===== config.mk =====
export PLATFORM = sky130hd
export DESIGN_NAME = positional_list_engine_flat
export DESIGN_NICKNAME = d
export VERILOG_FILES = /design/src/rtl/plist_pkg.sv /design/src/rtl/plist_if.sv /design/src/rtl/plist_ram.sv /design/src/rtl/plist_ctrl.sv /design/src/rtl/positional_list_engine.sv /design/src/flat_wrapper.sv
export SDC_FILE = /design/constraint.sdc
export NUM_CORES = 2
export LEC_CHECK = 0
export BUFFER_PORTS_ARGS = -buffer_cell sky130_fd_sc_hd__buf_2
export CORE_MARGIN = 5
export CORE_UTILIZATION = 60
export DETAILED_ROUTE_END_ITERATION = 12
export GPL_TIMING_DRIVEN = 0
export PLACE_DENSITY = 0.8
export SKIP_LAST_GASP = 1
export SLEW_MARGIN = 20
export SYNTH_ARGS = -nofsm -noshare
export SYNTH_HDL_FRONTEND = slang
export SYNTH_HIERARCHICAL = 1
export SYNTH_SLANG_ARGS = --single-unit

===== constraint.sdc =====
create_clock -name clock -period 12.04 [get_ports clock]
set_clock_uncertainty 0.2 [all_clocks]
set_input_delay 2.408 -clock clock [delete_from_list [all_inputs] [get_ports clock]]
set_output_delay 2.408 -clock clock [all_outputs]
set_load 0.05 [all_outputs]

===== src/rtl/plist_pkg.sv =====
// Package: shared widths, request codes, sequencer states and result payload type.
package plist_pkg;

   localparam int DEPTH_DEFAULT = 64;

   localparam int REQ_TYPE_W = 3;
   localparam int POS_W      = 7;
   localparam int VALUE_W    = 32;
   localparam int LEN_W      = 7;

   // Request codes carried in req_type
   typedef enum logic [REQ_TYPE_W-1:0] {
      REQ_GET    = 3'd0,
      REQ_LOCATE = 3'd1,
      REQ_PRIOR  = 3'd2,
      REQ_NEXT   = 3'd3,
      REQ_INSERT = 3'd4,
      REQ_DELETE = 3'd5
   } req_kind_type;

   // Sequencer states
   typedef enum logic [2:0] {
      ST_IDLE,
      ST_SCAN,
      ST_FETCH,
      ST_SHIFT_UP,
      ST_SHIFT_DOWN,
      ST_DONE
   } plist_state_type;

   // One finished result, handed from the sequencer to the output register
   typedef struct packed {
      logic               status;
      logic [VALUE_W-1:0] result_value;
      logic [POS_W-1:0]   found_position;
      logic [LEN_W-1:0]   list_length;
      logic               list_empty;
   } rsp_payload_type;

endpackage


===== src/rtl/plist_if.sv =====
// Interfaces: request and response channels with valid/ready handshake.
interface plist_req_if;
   import plist_pkg::*;

   logic                      valid;
   logic                      ready;
   logic [REQ_TYPE_W-1:0]     req_type;
   logic [POS_W-1:0]          position;
   logic signed [VALUE_W-1:0] value;

   modport source (output valid, output req_type, output position, output value,
                   input ready);
   modport sink   (input valid, input req_type, input position, input value,
                   output ready);
endinterface

interface plist_rsp_if;
   import plist_pkg::*;

   logic                      valid;
   logic                      ready;
   logic                      status;
   logic signed [VALUE_W-1:0] result_value;
   logic [POS_W-1:0]          found_position;
   logic [LEN_W-1:0]          list_length;
   logic                      list_empty;

   modport source (output valid, output status, output result_value,
                   output found_position, output list_length, output list_empty,
                   input ready);
   modport sink   (input valid, input status, input result_value,
                   input found_position, input list_length, input list_empty,
                   output ready);
endinterface


===== src/rtl/plist_ram.sv =====
// Generic single-write, single-read synchronous RAM with registered read data.
module plist_ram #(
   parameter int WIDTH = 32,
   parameter int DEPTH = 64
) (
   input  logic                     clock,
   input  logic                     wr_en,
   input  logic [$clog2(DEPTH)-1:0] wr_addr,
   input  logic [WIDTH-1:0]         wr_data,
   input  logic                     rd_en,
   input  logic [$clog2(DEPTH)-1:0] rd_addr,
   output logic [WIDTH-1:0]         rd_data
);

   logic [WIDTH-1:0] mem_ff [DEPTH];
   logic [WIDTH-1:0] rd_data_ff;

   always_ff @(posedge clock) begin
      if (wr_en) begin
         mem_ff[wr_addr] <= wr_data;
      end
      if (rd_en) begin
         rd_data_ff <= mem_ff[rd_addr];
      end
   end

   assign rd_data = rd_data_ff;

endmodule


===== src/rtl/plist_ctrl.sv =====
// Sequencer: decodes a request, scans or shifts the entry memory, builds the result.
module plist_ctrl #(
   parameter int DEPTH = plist_pkg::DEPTH_DEFAULT
) (
   input  logic                       clock,
   input  logic                       reset,
   plist_req_if.sink                  req_bus,
   output logic                       done_valid,
   input  logic                       done_ready,
   output plist_pkg::rsp_payload_type done_payload,
   output logic                       ram_wr_en,
   output logic [$clog2(DEPTH)-1:0]   ram_wr_addr,
   output logic [plist_pkg::VALUE_W-1:0] ram_wr_data,
   output logic                       ram_rd_en,
   output logic [$clog2(DEPTH)-1:0]   ram_rd_addr,
   input  logic [plist_pkg::VALUE_W-1:0] ram_rd_data
);
   import plist_pkg::*;

   localparam int AW   = $clog2(DEPTH);
   localparam int CW   = $clog2(DEPTH + 1);
   localparam int CMPW = ((CW > POS_W) ? CW : POS_W) + 1;

   plist_state_type    state_ff, state_in;
   req_kind_type       kind_ff, kind_in;
   logic [POS_W-1:0]   pos_ff, pos_in;
   logic [VALUE_W-1:0] key_ff, key_in;
   logic [CW-1:0]      count_ff, count_in;
   logic [CW-1:0]      idx_ff, idx_in;
   logic [CW-1:0]      src_ff, src_in;
   logic               have_ff, have_in;
   logic [VALUE_W-1:0] prev_ff, prev_in;
   logic               res_status_ff, res_status_in;
   logic [VALUE_W-1:0] res_value_ff, res_value_in;
   logic [POS_W-1:0]   res_found_ff, res_found_in;

   // Helpers in a common compare width
   logic [CMPW-1:0] cnt_ext, req_pos_ext, req_pos_m1, pos_ext, pos_m1;
   logic [CMPW-1:0] idx_ext, src_ext;
   logic [CW-1:0]   idx_dec, idx_inc, src_dec;

   assign cnt_ext     = CMPW'(count_ff);
   assign req_pos_ext = CMPW'(req_bus.position);
   assign req_pos_m1  = req_pos_ext - CMPW'(1);
   assign pos_ext     = CMPW'(pos_ff);
   assign pos_m1      = pos_ext - CMPW'(1);
   assign idx_ext     = CMPW'(idx_ff);
   assign src_ext     = CMPW'(src_ff);
   assign idx_dec     = idx_ff - CW'(1);
   assign idx_inc     = idx_ff + CW'(1);
   assign src_dec     = src_ff - CW'(1);

   // Control state
   always_ff @(posedge clock) begin
      if (reset) begin
         state_ff <= ST_IDLE;
         count_ff <= '0;
         have_ff  <= 1'b0;
      end else begin
         state_ff <= state_in;
         count_ff <= count_in;
         have_ff  <= have_in;
      end
   end

   // Working registers
   always_ff @(posedge clock) begin
      kind_ff       <= kind_in;
      pos_ff        <= pos_in;
      key_ff        <= key_in;
      idx_ff        <= idx_in;
      src_ff        <= src_in;
      prev_ff       <= prev_in;
      res_status_ff <= res_status_in;
      res_value_ff  <= res_value_in;
      res_found_ff  <= res_found_in;
   end

   // Next state, memory accesses and result fields
   always_comb begin
      state_in      = state_ff;
      kind_in       = kind_ff;
      pos_in        = pos_ff;
      key_in        = key_ff;
      count_in      = count_ff;
      idx_in        = idx_ff;
      src_in        = src_ff;
      have_in       = have_ff;
      prev_in       = prev_ff;
      res_status_in = res_status_ff;
      res_value_in  = res_value_ff;
      res_found_in  = res_found_ff;
      req_bus.ready = 1'b0;
      done_valid    = 1'b0;
      ram_wr_en     = 1'b0;
      ram_wr_addr   = '0;
      ram_wr_data   = '0;
      ram_rd_en     = 1'b0;
      ram_rd_addr   = '0;

      unique case (state_ff)
         ST_IDLE: begin
            req_bus.ready = 1'b1;
            if (req_bus.valid) begin
               kind_in       = req_kind_type'(req_bus.req_type);
               pos_in        = req_bus.position;
               key_in        = req_bus.value;
               have_in       = 1'b0;
               res_status_in = 1'b1;
               res_value_in  = '0;
               res_found_in  = '0;
               state_in      = ST_DONE;
               unique case (req_kind_type'(req_bus.req_type))
                  REQ_GET: begin
                     if (req_pos_ext != '0 && req_pos_ext <= cnt_ext) begin
                        ram_rd_en   = 1'b1;
                        ram_rd_addr = req_pos_m1[AW-1:0];
                        state_in    = ST_FETCH;
                     end
                  end
                  REQ_LOCATE, REQ_PRIOR, REQ_NEXT: begin
                     if (count_ff != '0) begin
                        idx_in   = '0;
                        state_in = ST_SCAN;
                     end
                  end
                  REQ_INSERT: begin
                     if (cnt_ext < CMPW'(DEPTH) && req_pos_ext != '0 &&
                         req_pos_ext <= cnt_ext + CMPW'(1)) begin
                        idx_in   = count_ff;
                        state_in = ST_SHIFT_UP;
                     end
                  end
                  REQ_DELETE: begin
                     if (req_pos_ext != '0 && req_pos_ext <= cnt_ext) begin
                        idx_in   = req_pos_m1[CW-1:0];
                        state_in = ST_SHIFT_DOWN;
                     end
                  end
                  default: begin
                     state_in = ST_DONE;
                  end
               endcase
            end
         end

         // One read issued and one entry compared per cycle
         ST_SCAN: begin
            if (have_ff && ram_rd_data == key_ff) begin
               state_in = ST_DONE;
               have_in  = 1'b0;
               unique case (kind_ff)
                  REQ_LOCATE: begin
                     res_status_in = 1'b0;
                     res_found_in  = idx_ext[POS_W-1:0];
                  end
                  REQ_PRIOR: begin
                     if (idx_ff >= CW'(2)) begin
                        res_status_in = 1'b0;
                        res_value_in  = prev_ff;
                     end
                  end
                  REQ_NEXT: begin
                     if (idx_ff < count_ff) begin
                        ram_rd_en   = 1'b1;
                        ram_rd_addr = idx_ff[AW-1:0];
                        state_in    = ST_FETCH;
                     end
                  end
                  default: begin
                     state_in = ST_DONE;
                  end
               endcase
            end else begin
               if (have_ff) begin
                  prev_in = ram_rd_data;
               end
               if (idx_ff < count_ff) begin
                  ram_rd_en   = 1'b1;
                  ram_rd_addr = idx_ff[AW-1:0];
                  idx_in      = idx_inc;
                  have_in     = 1'b1;
               end else begin
                  have_in  = 1'b0;
                  state_in = ST_DONE;
               end
            end
         end

         // Read data lands; value returned by get and next
         ST_FETCH: begin
            res_status_in = 1'b0;
            res_value_in  = ram_rd_data;
            state_in      = ST_DONE;
         end

         // Insert: move entries up from the tail, then write the new value
         ST_SHIFT_UP: begin
            if (have_ff) begin
               ram_wr_en   = 1'b1;
               ram_wr_addr = src_ff[AW-1:0];
               ram_wr_data = ram_rd_data;
            end
            if (idx_ext >= pos_ext) begin
               ram_rd_en   = 1'b1;
               ram_rd_addr = idx_dec[AW-1:0];
               src_in      = idx_ff;
               idx_in      = idx_dec;
               have_in     = 1'b1;
            end else begin
               have_in = 1'b0;
               if (!have_ff) begin
                  ram_wr_en     = 1'b1;
                  ram_wr_addr   = pos_m1[AW-1:0];
                  ram_wr_data   = key_ff;
                  count_in      = count_ff + CW'(1);
                  res_status_in = 1'b0;
                  state_in      = ST_DONE;
               end
            end
         end

         // Delete: capture the removed entry, move the rest down by one
         ST_SHIFT_DOWN: begin
            if (have_ff) begin
               if (src_ext == pos_m1) begin
                  res_value_in = ram_rd_data;
               end else begin
                  ram_wr_en   = 1'b1;
                  ram_wr_addr = src_dec[AW-1:0];
                  ram_wr_data = ram_rd_data;
               end
            end
            if (idx_ff < count_ff) begin
               ram_rd_en   = 1'b1;
               ram_rd_addr = idx_ff[AW-1:0];
               src_in      = idx_ff;
               idx_in      = idx_inc;
               have_in     = 1'b1;
            end else begin
               have_in = 1'b0;
               if (!have_ff) begin
                  count_in      = count_ff - CW'(1);
                  res_status_in = 1'b0;
                  state_in      = ST_DONE;
               end
            end
         end

         ST_DONE: begin
            done_valid = 1'b1;
            if (done_ready) begin
               state_in = ST_IDLE;
            end
         end

         default: begin
            state_in = ST_IDLE;
         end
      endcase
   end

   // Result payload
   assign done_payload.status         = res_status_ff;
   assign done_payload.result_value   = res_value_ff;
   assign done_payload.found_position = res_found_ff;
   assign done_payload.list_length    = cnt_ext[LEN_W-1:0];
   assign done_payload.list_empty     = (count_ff == '0);

endmodule


===== src/rtl/positional_list_engine.sv =====
// Top level: positional list engine with entry memory, sequencer and response register.
//
// Keeps one ordered list of signed 32-bit values, up to DEPTH entries, in a
// single synchronous memory with one write and one registered read port.
// Positions count from 1. One request is worked at a time; the next request
// is taken as soon as the previous result has moved to the response register,
// even while that result still waits on rsp_bus.ready. Locate, prior and next
// compare one entry per cycle; insert and delete move the entries from the
// position onward one at a time, since the memory has a single read port and
// a single write port, and an append at the end moves none. No clearing pass is
// needed after reset: only entries below the length are ever read.
module positional_list_engine #(
   parameter int DEPTH = plist_pkg::DEPTH_DEFAULT
) (
   input logic         clock,
   input logic         reset,
   plist_req_if.sink   req_bus,
   plist_rsp_if.source rsp_bus
);
   import plist_pkg::*;

   localparam int AW = $clog2(DEPTH);

   logic               done_valid;
   logic               done_ready;
   rsp_payload_type    done_payload;
   logic               ram_wr_en;
   logic [AW-1:0]      ram_wr_addr;
   logic [VALUE_W-1:0] ram_wr_data;
   logic               ram_rd_en;
   logic [AW-1:0]      ram_rd_addr;
   logic [VALUE_W-1:0] ram_rd_data;

   logic               rsp_valid_ff, rsp_valid_in;
   rsp_payload_type    rsp_payload_ff, rsp_payload_in;
   logic               rsp_load;

   plist_ram #(
      .WIDTH (VALUE_W),
      .DEPTH (DEPTH)
   ) u_entry_ram (
      .clock   (clock),
      .wr_en   (ram_wr_en),
      .wr_addr (ram_wr_addr),
      .wr_data (ram_wr_data),
      .rd_en   (ram_rd_en),
      .rd_addr (ram_rd_addr),
      .rd_data (ram_rd_data)
   );

   plist_ctrl #(
      .DEPTH (DEPTH)
   ) u_ctrl (
      .clock        (clock),
      .reset        (reset),
      .req_bus      (req_bus),
      .done_valid   (done_valid),
      .done_ready   (done_ready),
      .done_payload (done_payload),
      .ram_wr_en    (ram_wr_en),
      .ram_wr_addr  (ram_wr_addr),
      .ram_wr_data  (ram_wr_data),
      .ram_rd_en    (ram_rd_en),
      .ram_rd_addr  (ram_rd_addr),
      .ram_rd_data  (ram_rd_data)
   );

   // Response register: takes a result when empty or being drained
   assign done_ready = !rsp_valid_ff || rsp_bus.ready;
   assign rsp_load   = done_valid && done_ready;

   always_comb begin
      rsp_payload_in = rsp_payload_ff;
      if (rsp_load) begin
         rsp_valid_in   = 1'b1;
         rsp_payload_in = done_payload;
      end else if (rsp_bus.ready) begin
         rsp_valid_in = 1'b0;
      end else begin
         rsp_valid_in = rsp_valid_ff;
      end
   end

   always_ff @(posedge clock) begin
      if (reset) begin
         rsp_valid_ff <= 1'b0;
      end else begin
         rsp_valid_ff <= rsp_valid_in;
      end
   end

   always_ff @(posedge clock) begin
      rsp_payload_ff <= rsp_payload_in;
   end

   assign rsp_bus.valid          = rsp_valid_ff;
   assign rsp_bus.status         = rsp_payload_ff.status;
   assign rsp_bus.result_value   = rsp_payload_ff.result_value;
   assign rsp_bus.found_position = rsp_payload_ff.found_position;
   assign rsp_bus.list_length    = rsp_payload_ff.list_length;
   assign rsp_bus.list_empty     = rsp_payload_ff.list_empty;

endmodule


===== src/flat_wrapper.sv =====
// flat-port wrapper written by rule: the top's interface ports become plain ports
module positional_list_engine_flat import plist_pkg::*;
#(
   parameter int DEPTH = plist_pkg::DEPTH_DEFAULT
)
  (clock, reset, req_bus_valid, req_bus_req_type, req_bus_position, req_bus_value, req_bus_ready, rsp_bus_valid, rsp_bus_status, rsp_bus_result_value, rsp_bus_found_position, rsp_bus_list_length, rsp_bus_list_empty, rsp_bus_ready);
  plist_req_if req_bus_i ();
  plist_rsp_if rsp_bus_i ();
  input logic clock;
  input logic reset;
  input wire logic [$bits(req_bus_i.valid)-1:0] req_bus_valid;
  input wire logic [$bits(req_bus_i.req_type)-1:0] req_bus_req_type;
  input wire logic [$bits(req_bus_i.position)-1:0] req_bus_position;
  input wire logic [$bits(req_bus_i.value)-1:0] req_bus_value;
  output wire logic [$bits(req_bus_i.ready)-1:0] req_bus_ready;
  output wire logic [$bits(rsp_bus_i.valid)-1:0] rsp_bus_valid;
  output wire logic [$bits(rsp_bus_i.status)-1:0] rsp_bus_status;
  output wire logic [$bits(rsp_bus_i.result_value)-1:0] rsp_bus_result_value;
  output wire logic [$bits(rsp_bus_i.found_position)-1:0] rsp_bus_found_position;
  output wire logic [$bits(rsp_bus_i.list_length)-1:0] rsp_bus_list_length;
  output wire logic [$bits(rsp_bus_i.list_empty)-1:0] rsp_bus_list_empty;
  input wire logic [$bits(rsp_bus_i.ready)-1:0] rsp_bus_ready;
  assign req_bus_i.valid = req_bus_valid;
  assign req_bus_i.req_type = req_bus_req_type;
  assign req_bus_i.position = req_bus_position;
  assign req_bus_i.value = req_bus_value;
  assign req_bus_ready = req_bus_i.ready;
  assign rsp_bus_valid = rsp_bus_i.valid;
  assign rsp_bus_status = rsp_bus_i.status;
  assign rsp_bus_result_value = rsp_bus_i.result_value;
  assign rsp_bus_found_position = rsp_bus_i.found_position;
  assign rsp_bus_list_length = rsp_bus_i.list_length;
  assign rsp_bus_list_empty = rsp_bus_i.list_empty;
  assign rsp_bus_i.ready = rsp_bus_ready;
  positional_list_engine #(.DEPTH(DEPTH)) u_core (.clock(clock), .reset(reset), .req_bus(req_bus_i), .rsp_bus(rsp_bus_i));
endmodule

==> results.tsv <==
stage	metric	value	unit
grt	grt_pass1_vias	50362	
run_status	outcome	completed	
critical_path	critPathBufInv	4	
route	vias	50763	
die	die_area	155600	µm²
grt	antenna_found_initial	24	
placement	placed_cells	6380	
layout	multi_input_area	19810	µm²
critical_path	path_class	in2reg	
critical_path	rr_endpoint	u_core/u_entry_ram/rd_data[22]	
layout	regArea	67990	µm²
layout	nNetsFinal	4749	
placement	preCtsSetupSlack	2906	ps
timing	slew_violations	0	
power	finalPower	23.30	mW
clock_tree	clockRootBuffer	clkbuf_16	
critical_path	r2r-start	u_core/u_ctrl/count_ff[1]	
route	drt-total-wl	271.2	mm
yosys	synth_top_cell_area_share	76.39	%
critical_path	rrSetupSlack	4500	ps
clock_tree	numCtsBuffers	210	
critical_path	required	12350	ps
yosys	yosysWarnings	6	
timing	hold_viol_final	0	
clock_tree	htreeDepth	4	
route	drt-met1-wl	83.81	mm
yosys	async_reset_ff_share	0	%
clock_tree	postCtsSetupBuffers	0	
grt	grt-ovfl-total	0	
route	wl_met3	44.31	mm
clock_tree	clk_latency	890	ps
die	rows	141	
job	drv_cap	0	
route	highest_layer	met5	
route	drtIter0Drc	9567	
timing	max_slew_margin	12.38	%
yosys	ys_ff_latch	2268	
min_path	holdPathStages	0	
timing	rsz0062_at_grt	false	
critical_path	crit_path_end_kind	flop	
yosys	synth_cells	4243	
die	core_area	147300	µm²
min_path	hold-path-endpoint	u_core/rsp_bus.result_value[20]	
timing	final.min_clock_period	8591	ps
timing	setup_violations	0	
timing	whs	210.0	ps
grt	grt_max_degree	65	
yosys	yosysTopAreaCell	edfxtp_1	
critical_path	startpoint_type	input pin	
min_path	min_from	u_core/u_ctrl/res_value_ff[20]	
yosys	ys_types	85	
placement	gp_congestion	0.9165	
critical_path	critPathSlowestCell	a221oi_1	
yosys	synth_area_leaders	edfxtp_1 (76%), mux4_2 (11%), mux2i_1 (2.2%)	
min_path	hp-class	reg2reg	
yosys	synth.avg_cell_area	20.90	µm²
yosys	ys.flop_type	edfxtp_1	
yosys	synth-edff-count	2256	
power	leakagePower	30.82	nW
layout	layout-drive-gt1-share	24.63	%
layout	nFillCells	8198	
route	route.met2.wl	119.6	mm
timing	worst_slew_pin_slew	1309	ps
timing	fin_ws	3449	ps
route	ant_nets	0	
critical_path	worstPathMaxFanout	10	
yosys	synth_nets	4330	
timing	finalCritPeriodShare	71.36	%
critical_path	cp_cell_sequence	buf_2, ha_1, nor2b_1, o21ai_0, a21oi_1, o22ai_1, nand3_1, o221ai_2, buf_2, and2_1, clkbuf_1, clkbuf_1, a221oi_1, a221oi_1	
critical_path	crit_family	compound AO/OA/AOI/OAI gates	
clock_tree	cts_tree	yes	
grt	grt_use_total	34.70	%
clock_tree	cts.path.max_buffers	3	
critical_path	rr_worst_depth	14	
layout	finalNonFillerCells	6771	
yosys	yosysSeqAreaShare	76.67	%
timing	fmax	116.4	MHz
clock_tree	cts_sinks	2268	
route	avgViaCountPerCell	7.497	
layout	area_growth	14.31	%
die	io_pins	96	
die	die_w	394.4	µm
power	vdd_drop_max	0.0001944	V
route	remaining_drc_errors	0	
critical_path	worstPathArrival	8900	ps
placement	dp_hpwl	163.2	mm
power	powerDensity	229.9	nW/µm²
clock_tree	hold_buffers	0	
die	start_util	60.20	%
yosys	netlist_area	88680	µm²
timing	finalSetupTns	0	ps
clock_tree	path_clk_slew	60	ps
critical_path	critPathLaunch	req_bus_position[1]	
placement	io_buffers	95	
grt	grt_pass1_wl	377.1	mm
critical_path	critPathMaxStageDelay	1040	ps
route	post_drt_wl_per_cell	40.05	µm
route	firstDrtPassIters	9	
die	dieHeight	394.4	µm
clock_tree	cts_resized	0	
metal layers:
layer	vias up	GRT usage, %
li1	18643	-
met1	25207	43.32
met2	5525	51.18
met3	1372	13.59
met4	16	22.34
met5	-	0.9544
metrics by stage:
| stage | cell area, µm² | utilization (%) |
|---|---|---|
| detailed placement | 94620 | 64.23 |
| global placement | 91570 | 62.16 |
| CTS | 101300 | 68.77 |
| floorplan | 88680 | - |
| global route | 101300 | 68.79 |
| finish | 101400 | 68.81 |
flip-flops by register name, indices dropped and copies added (netlist names), 3 cells and up:
register                       flops
u_core/rsp_bus.found_position      7
u_core/rsp_bus.list_length         7
u_core/rsp_bus.result_value       32
u_core/u_ctrl/count_ff             7
u_core/u_ctrl/idx_ff               7
u_core/u_ctrl/key_ff              32
u_core/u_ctrl/kind_ff              3
u_core/u_ctrl/pos_ff               7
u_core/u_ctrl/prev_ff             32
u_core/u_ctrl/res_found_ff         7
u_core/u_ctrl/res_value_ff        32
u_core/u_ctrl/src_ff               7
u_core/u_ctrl/state_ff             3
u_core/u_entry_ram/mem_ff       2048
u_core/u_entry_ram/rd_data        32
final cells by class:
class	instances	share of cell area, %
sequential	2268	67.07
multi-input combinational	1705	19.55
clock buffer	258	5.362
timing repair buffer	207	2.830
tap	1930	2.382
buffer	235	1.411
clock inverter	116	1.228
inverter	35	0.1296
antenna	17	0.04197
cell usage after synthesis, types with 12 or more instances:
| cell type | number |
|---|---|
| mux4_2 | 446 |
| and3_1 | 15 |
| ha_1 | 40 |
| a211oi_1 | 28 |
| nand3_1 | 58 |
| o221ai_1 | 26 |
| nand2b_1 | 12 |
| nand4_1 | 16 |
| xnor2_1 | 55 |
| o211ai_1 | 17 |
| a21oi_1 | 61 |
| nor2b_1 | 20 |
| clkbuf_1 | 97 |
| mux2i_1 | 194 |
| edfxtp_1 | 2256 |
| nor2_1 | 136 |
| buf_4 | 29 |
| a31oi_1 | 22 |
| nand2_1 | 72 |
| a22oi_1 | 132 |
| o22a_1 | 12 |
| buf_2 | 55 |
| dfxtp_1 | 12 |
| a311o_1 | 12 |
| a22o_1 | 74 |
| nor3_1 | 23 |
| inv_1 | 34 |
| o22ai_1 | 46 |
| o21ai_0 | 55 |
| buf_6 | 34 |
layout by cell type (no fill, tap or decap), drive strengths merged, types with 22 or more instances in the layout:
cell type / count
ha: 40
inv: 40
nand3: 59
a211oi: 28
buf: 339
mux4: 446
edfxtp: 2256
nand2: 73
a22o: 76
mux2i: 194
clkbuf: 361
a31oi: 22
nor2: 136
xnor2: 55
a22oi: 132
o22ai: 46
nor3: 24
clkinv: 88
o221ai: 26
o21ai: 55
a21oi: 62
how the worst max path moves through the flow:
| stage | endpoint | slack [ps] | cells after the start |
|---|---|---|---|
| final | u_core/u_entry_ram/rd_data[22] | 3450 | 14 |
| after global placement | u_core/u_entry_ram/rd_data[22] | 1590 | 11 |
| after floorplan | u_core/u_ctrl/res_value_ff[0] | 5550 | 4 |
| after detailed placement | u_core/u_entry_ram/rd_data[23] | 2910 | 14 |
| after global routing | u_core/u_entry_ram/rd_data[22] | 3650 | 14 |
| after CTS | u_core/u_entry_ram/rd_data[23] | 3640 | 14 |
logic make-up (layout without fill, tap and decap cells):
group | count (synthesis) | count (layout) | share of synthesized area (%)
AND/OR/NAND/NOR | 415 | 415 | 2.327
buffers and inverters | 270 | 851 | 1.755
AO/OA/AOI/OAI | 544 | 544 | 4.473
multiplexers | 641 | 641 | 13.53
other | 0 | 17 | 0
adder cells (fa/ha/maj) | 41 | 41 | 0.5870
XOR/XNOR | 64 | 64 | 0.6631
flip-flops | 2268 | 2268 | 76.67
where the power goes:
| group | total (mW) | switching [mW] | internal, mW |
|---|---|---|---|
| Sequential | 9.52 | 0.219 | 9.30 |
| Combinational | 7.19 | 4.83 | 2.35 |
| Clock | 6.60 | 2.96 | 3.64 |
| Total | 23.3 | 8.02 | 15.3 |
Power figures use the tool's default switching activity.
